File: src/design/imm_pkg.sv
package imm_pkg;

    localparam int DEFAULT_MAX_DIM = 4;
    localparam int WORD_W          = 32;
    localparam int DIM_W           = 3;
    localparam int IDX_OUT_W       = 2;
    localparam int CFG_IDX_W       = 2;
    localparam logic [DIM_W-1:0] DIM_RESET = 3'd4;

    localparam logic [CFG_IDX_W-1:0] REG_A_ROWS    = 2'd0;
    localparam logic [CFG_IDX_W-1:0] REG_INNER_DIM = 2'd1;
    localparam logic [CFG_IDX_W-1:0] REG_B_COLS    = 2'd2;

    typedef enum logic [2:0] {
        S_LOAD,
        S_READ,
        S_MUL,
        S_ACC,
        S_EMIT
    } imm_state_t;

    typedef struct packed {
        logic wr_left;
        logic wr_right;
        logic rd_en;
        logic mul_en;
        logic acc_en;
        logic acc_first;
    } imm_ctrl_t;

    typedef struct packed {
        logic signed [WORD_W-1:0] elem_value;
    } imm_in_t;

    typedef struct packed {
        logic signed [WORD_W-1:0]    product_value;
        logic        [IDX_OUT_W-1:0] out_row;
        logic        [IDX_OUT_W-1:0] out_col;
        logic                        last_result;
    } imm_out_t;

    function automatic logic [DIM_W-1:0] eff_dim(input logic [DIM_W-1:0] v, input int max_dim);
        logic [DIM_W-1:0] r;
        r = v;
        if (v == '0)
        begin
            r = DIM_W'(1);
        end
        else if (int'(v) > max_dim)
        begin
            r = DIM_W'(max_dim);
        end
        return r;
    endfunction

endpackage

File: src/design/imm_datapath.sv
module imm_datapath #(
    parameter int ADDR_W = 4
) (
    input  logic                                clk,
    input  imm_pkg::imm_ctrl_t                  ctrl,
    input  logic [ADDR_W-1:0]                   wr_addr,
    input  logic [imm_pkg::WORD_W-1:0]          wr_data,
    input  logic [ADDR_W-1:0]                   rd_left_addr,
    input  logic [ADDR_W-1:0]                   rd_right_addr,
    output logic signed [imm_pkg::WORD_W-1:0]   acc
);
    import imm_pkg::*;

    localparam int DEPTH = 2 ** ADDR_W;

    logic [WORD_W-1:0] left_mem  [DEPTH];
    logic [WORD_W-1:0] right_mem [DEPTH];
    logic [WORD_W-1:0] a_reg;
    logic [WORD_W-1:0] b_reg;
    logic [WORD_W-1:0] prod_reg;
    logic [WORD_W-1:0] acc_reg;
    logic [WORD_W-1:0] acc_next;

    always_ff @(posedge clk)
    begin
        if (ctrl.wr_left)
        begin
            left_mem[wr_addr] <= wr_data;
        end
        if (ctrl.wr_right)
        begin
            right_mem[wr_addr] <= wr_data;
        end
    end

    always_ff @(posedge clk)
    begin
        if (ctrl.rd_en)
        begin
            a_reg <= left_mem[rd_left_addr];
            b_reg <= right_mem[rd_right_addr];
        end
    end

    always_comb
    begin
        acc_next = (ctrl.acc_first ? '0 : acc_reg) + prod_reg;
    end

    // one shared multiply-accumulate, wraps modulo 2^32
    always_ff @(posedge clk)
    begin
        if (ctrl.mul_en)
        begin
            prod_reg <= a_reg * b_reg;
        end
        if (ctrl.acc_en)
        begin
            acc_reg <= acc_next;
        end
    end

    assign acc = acc_reg;

endmodule

File: config.mk
export PLATFORM = sky130hd
export DESIGN_NAME = imm_datapath
export DESIGN_NICKNAME = d
export VERILOG_FILES = /design/src/design/imm_pkg.sv /design/src/design/imm_datapath.sv
export SDC_FILE = /design/constraint.sdc
export NUM_CORES = 2
export LEC_CHECK = 0
export BUFFER_PORTS_ARGS = -buffer_cell sky130_fd_sc_hd__buf_2
export CAP_MARGIN = 20
export CORE_ASPECT_RATIO = 1.25
export CORE_UTILIZATION = 57
export DETAILED_ROUTE_END_ITERATION = 8
export PLACE_DENSITY = 0.71
export SLEW_MARGIN = 20
export SYNTH_ARGS = -nofsm -noshare
export SYNTH_HDL_FRONTEND = slang
export SYNTH_SLANG_ARGS = --single-unit
File: constraint.sdc
create_clock -name clk -period 9.8 [get_ports clk]
set_input_delay 0.49 -clock clk [delete_from_list [all_inputs] [get_ports clk]]
set_output_delay 0.49 -clock clk [all_outputs]
set_load 0.02 [all_outputs]
---- Word level (Yosys, flattened, before mapping) ----
Memories as Yosys holds them, arrays and structs flattened. A register that Yosys moved wholly into a read port is not among the register bits.
Index checks and enable logic that the tools add are counted.
Widths: inputs -> output; s select.
word-level totals
  bits in writable memories ............... 1024
  logic and storage cells ................. 11
  output and inout port bits .............. 32
  input bits .............................. 51
  memories kept ........................... 2
  flip-flop bits (word level) ............. 64
cells by class
  add/sub/neg operators ................... 1
  multiply operators ...................... 1
  muxes and demuxes ....................... 5
memory list
  name       depth  bits a word  rd ports  clocked after Yosys merged registers in  wr ports  RTL line            text
  left_mem   16     32           1         1                                        1         imm_datapath.sv:16  logic [WORD_W-1:0] left_mem [DEPTH];
  right_mem  16     32           1         1                                        1         imm_datapath.sv:17  logic [WORD_W-1:0] right_mem [DEPTH];
operators with widths
  cell            count
  $add 32x32->32  1
  $mul 32x32->32  1
  $mux 32         1
  $mux 1          4

---- Logic depth before layout (Yosys ltp) ----
  word-level depth ........................ 2
  mapped depth ............................ 26
  depth with buffers taken out ............ 24

---- Least setup slack after synthesis ----
OpenSTA, ideal clock, no wires.
  path type ............................... flip-flop to flip-flop
  from .................................... register b_reg[2] (read register of right_mem)
  to ...................................... register prod_reg[31] (data pin)
  arrival ................................. 6.558 ns
  cell stages (with the launch flop) ...... 25
  setup time .............................. 0.260 ns
  required time ........................... 9.540 ns
  clock period less this slack ............ 6.818 ns
  buffers on the path ..................... 2
  setup slack ............................. 2.982 ns
  cells stage by stage .................... edfxtp_1 > clkbuf_1 > clkbuf_1 > and2_1 > fa_1 > inv_1 > fa_1 > fa_1 > fa_1 > inv_1 > fa_1 > inv_1 > fa_1 > inv_1 > fa_1 > fa_1 > ha_1 > a2111oi_0 > o21ai_0 > a221o_1 > a31oi_1 > a21oi_1 > o21bai_1 > a31o_2 > xnor2_1
on the way
  longest elaborated chain between the ends .. 1
RTL lines
  element               RTL line            text
  start, declared       imm_datapath.sv:19  logic [WORD_W-1:0] b_reg;
  $mul 32x32->32        imm_datapath.sv:55  prod_reg <= a_reg * b_reg;
  end signal, assigned  imm_datapath.sv:55
  end, declared         imm_datapath.sv:20  logic [WORD_W-1:0] prod_reg;
No other way between the ends.
A chain may end at the register's enable or synchronous reset.

---- Worst setup path in the final report ----
  from .................................... register a_reg[8] (read register of left_mem)
  to ...................................... register prod_reg[31] (data pin)
on the way
  longest elaborated chain between the ends .. 1
RTL lines
  element          RTL line            text
  start, declared  imm_datapath.sv:18  logic [WORD_W-1:0] a_reg;
  $mul 32x32->32   imm_datapath.sv:55
No other way between the ends.

==> qor.yml <==
status: "finished, final reports clean"
cts_root_buf: "clkbuf_16"
gp_congestion: 0.890
wl_mm: 140
place_area_um2: 61900
route.met2.wl_mm: 72.7
synth_top_cell_by_area: "edfxtp_1"
clockBufferDepth: 3
holdPathStages: 1
cts_resized: 0
syn-cell-area_um2: 59800
wl_met3_mm: 8.64
core_area_um2: 104000
fin_tns_setup_ns: 0
finalCriticalPeriod_ns: 7.69
setup.worst_path.end_class: "flip-flop"
dp_hpwl_mm: 89.3
synth_cell_types: 64
async_reset_ff_share_pct: 0
synth_nets: 4211
hold_viol: 0
initial_core_util_pct: 57.6
setup_viol: 0
yosys-top-cells-area: "edfxtp_1 (58%), fa_1 (14%), mux4_2 (12%), ha_1 (3.2%), and2_1 (2.8%)"
layout_common_cells: "edfxtp_1 (1,152), fa_1 (409), inv_1 (407), mux4_2 (320), nand2_1 (291)"
synth-edff-count: 1152
n_fill_cell: 7415
antenna_left: 0
worstRegToRegCells: 23
dr.first_iter.drc_count: 2734
layout.nets: 4294
required_ns: 10.24
cts_buffers: 107
overflow: 0
whs_endpoint: "left_mem[4][1]"
die_h_um: 364
via_per_inst: 6.09
cp.arrival_ns: 8.14
dr.max_layer_used: "met5"
slew_violations: 0
ys_ff_latch: 1152
post_cts_buffers: 0
crit_type: "flip-flop to flip-flop"
synth_ff_type: "edfxtp_1"
syn_avg_cell_area_um2: 16.6
grt_antenna_before_repair: 11
ios: 83
maxCapViolations: 0
syn_inst: 3597
wl_per_cell_um: 27.4
grt_pass1_wl_mm: 210
grt_pass1_vias: 33100
yosysSeqAreaShare_pct: 57.9
synth_top_area_share_pct: 57.9
rows: 132
reg2reg_setup_slack_ns: 2.11
port_buffers: 82
cp_max_fo: 13
grt_max_degree: 69
layout_commonest_cell: "edfxtp_1"
track_usage_pct: 27.2
wl_met1_mm: 53.0
insertion_delay_ns: 0.70
place_ws_ns: 2.10
worstMarginPinSlew_ns: 1.07
ys_warn_count: 0
r2r-end: "prod_reg[31]"
die_area_um2: 106000
max_freq_ghz: 0.130
finClkSkew_ns: 0.0367
start_kind: "flip-flop"
num_vias: 31100
layout_setup_ws_ns: 2.11
cts_sinks: 1152
worstHoldStart: "wr_data[1]"
first_pass_iters: 5
dieWidth_um: 292
rr_startpoint: "a_reg[8]"
final_design_area_no_fill_um2: 65300
drive_gt1_share_pct: 17.3
post-route-period-util_pct: 78.5
hold_path.class: "input pin to flip-flop"
max_slew_margin_pct: 28.3
path_clk_slew_ns: 0.07
cts_tree: "done"
syn2layout_area_growth_pct: 9.21
rsz0062_at_grt: "false"
drc: 0
cts-hold-fix-buffers: 0
top_regs: "left_mem x512, right_mem x512"
h-tree-depth: 3
how the worst max path moves through the flow:
stage,startpoint,depth (start not counted),end
after detailed placement,a_reg[12],21,prod_reg[31]
after floorplan,b_reg[2],24,prod_reg[31]
final,a_reg[8],23,prod_reg[31]
after global routing,b_reg[5],20,prod_reg[31]
after CTS,a_reg[12],21,prod_reg[31]
after global placement,a_reg[12],21,prod_reg[31]
per-stage QoR:
stage | utilization, % | std cells | hold slack, ns
detailed placement | 59.7 | 4911 | 0.556
CTS | 62.9 | 5110 | 0.238
floorplan | - | 3597 | 0.526
finish | 62.9 | 5112 | 0.283
global route | 62.9 | 5112 | 0.298
global placement | 59.7 | 4911 | 0.559
metal layers:
layer	track usage (%)	vias to the layer above
li1	-	13100
met1	35.0	16500
met2	47.1	1220
met3	3.52	310
met4	11.1	8
met5	0	-
layout make-up:
class	instances	area (um2)	share of cell area, %
clock inverters	69	568	0.870
well taps	1340	1680	2.57
multi-input cells	1873	23200	35.6
inverters	407	1530	2.34
clock buffers	130	2790	4.27
diodes	2	5.00	0.00767
repair buffers	139	863	1.32
flip-flops and latches	1152	34600	53.0
cells by family (layout without fill, tap and decap cells):
group,count (synthesis),count (layout),synth area share [%]
adders and majority gates,563,563,16.9
xor gates and xnor gates,109,109,1.60
other,0,2,0
AOI/OAI and AO/OA,159,159,1.83
buffers and inverters,572,745,3.62
and+or+nand+nor,720,720,6.04
DFF,1152,1152,57.9
muxes,322,322,12.1
cell usage after synthesis, types with 2 or more instances:
cell type / n
edfxtp_1: 1152
fa_1: 409
inv_1: 407
mux4_2: 320
nand2_1: 291
and2_1: 271
ha_1: 154
clkbuf_1: 135
xnor2_1: 84
nor2_1: 64
a21oi_1: 41
nor2b_1: 38
a21o_1: 27
o21ai_0: 27
xor2_1: 25
buf_1: 19
nand3_1: 12
nor3_1: 11
buf_2: 10
a211oi_1: 8
o21a_1: 8
o21bai_1: 8
nand2b_1: 7
a31oi_1: 6
and3_1: 6
a221oi_1: 4
o2111ai_1: 4
or3_1: 4
nand3b_1: 3
o211ai_1: 3
mux2i_1: 2
nand4_1: 2
o21ba_2: 2
o221ai_1: 2
or2_2: 2
worst max-delay path, stage by stage, from the launching register on:
cell,delay [ns]
edfxtp_1,0.84
buf_4,0.36
nand2_1,0.11
fa_1,0.42
inv_1,0.07
fa_1,0.44
fa_1,0.51
inv_1,0.05
fa_1,0.49
inv_1,0.06
fa_1,0.49
inv_1,0.05
fa_1,0.53
inv_1,0.05
fa_1,0.50
fa_1,0.45
ha_1,0.42
nand3_1,0.19
nor3_1,0.30
o2111ai_1,0.22
a21oi_1,0.36
o21bai_1,0.16
a31o_2,0.26
xnor2_1,0.11
Power is left out: the tool's default activity adds up to more than one toggle a clock period on the data nets, which glitch-free logic cannot reach.
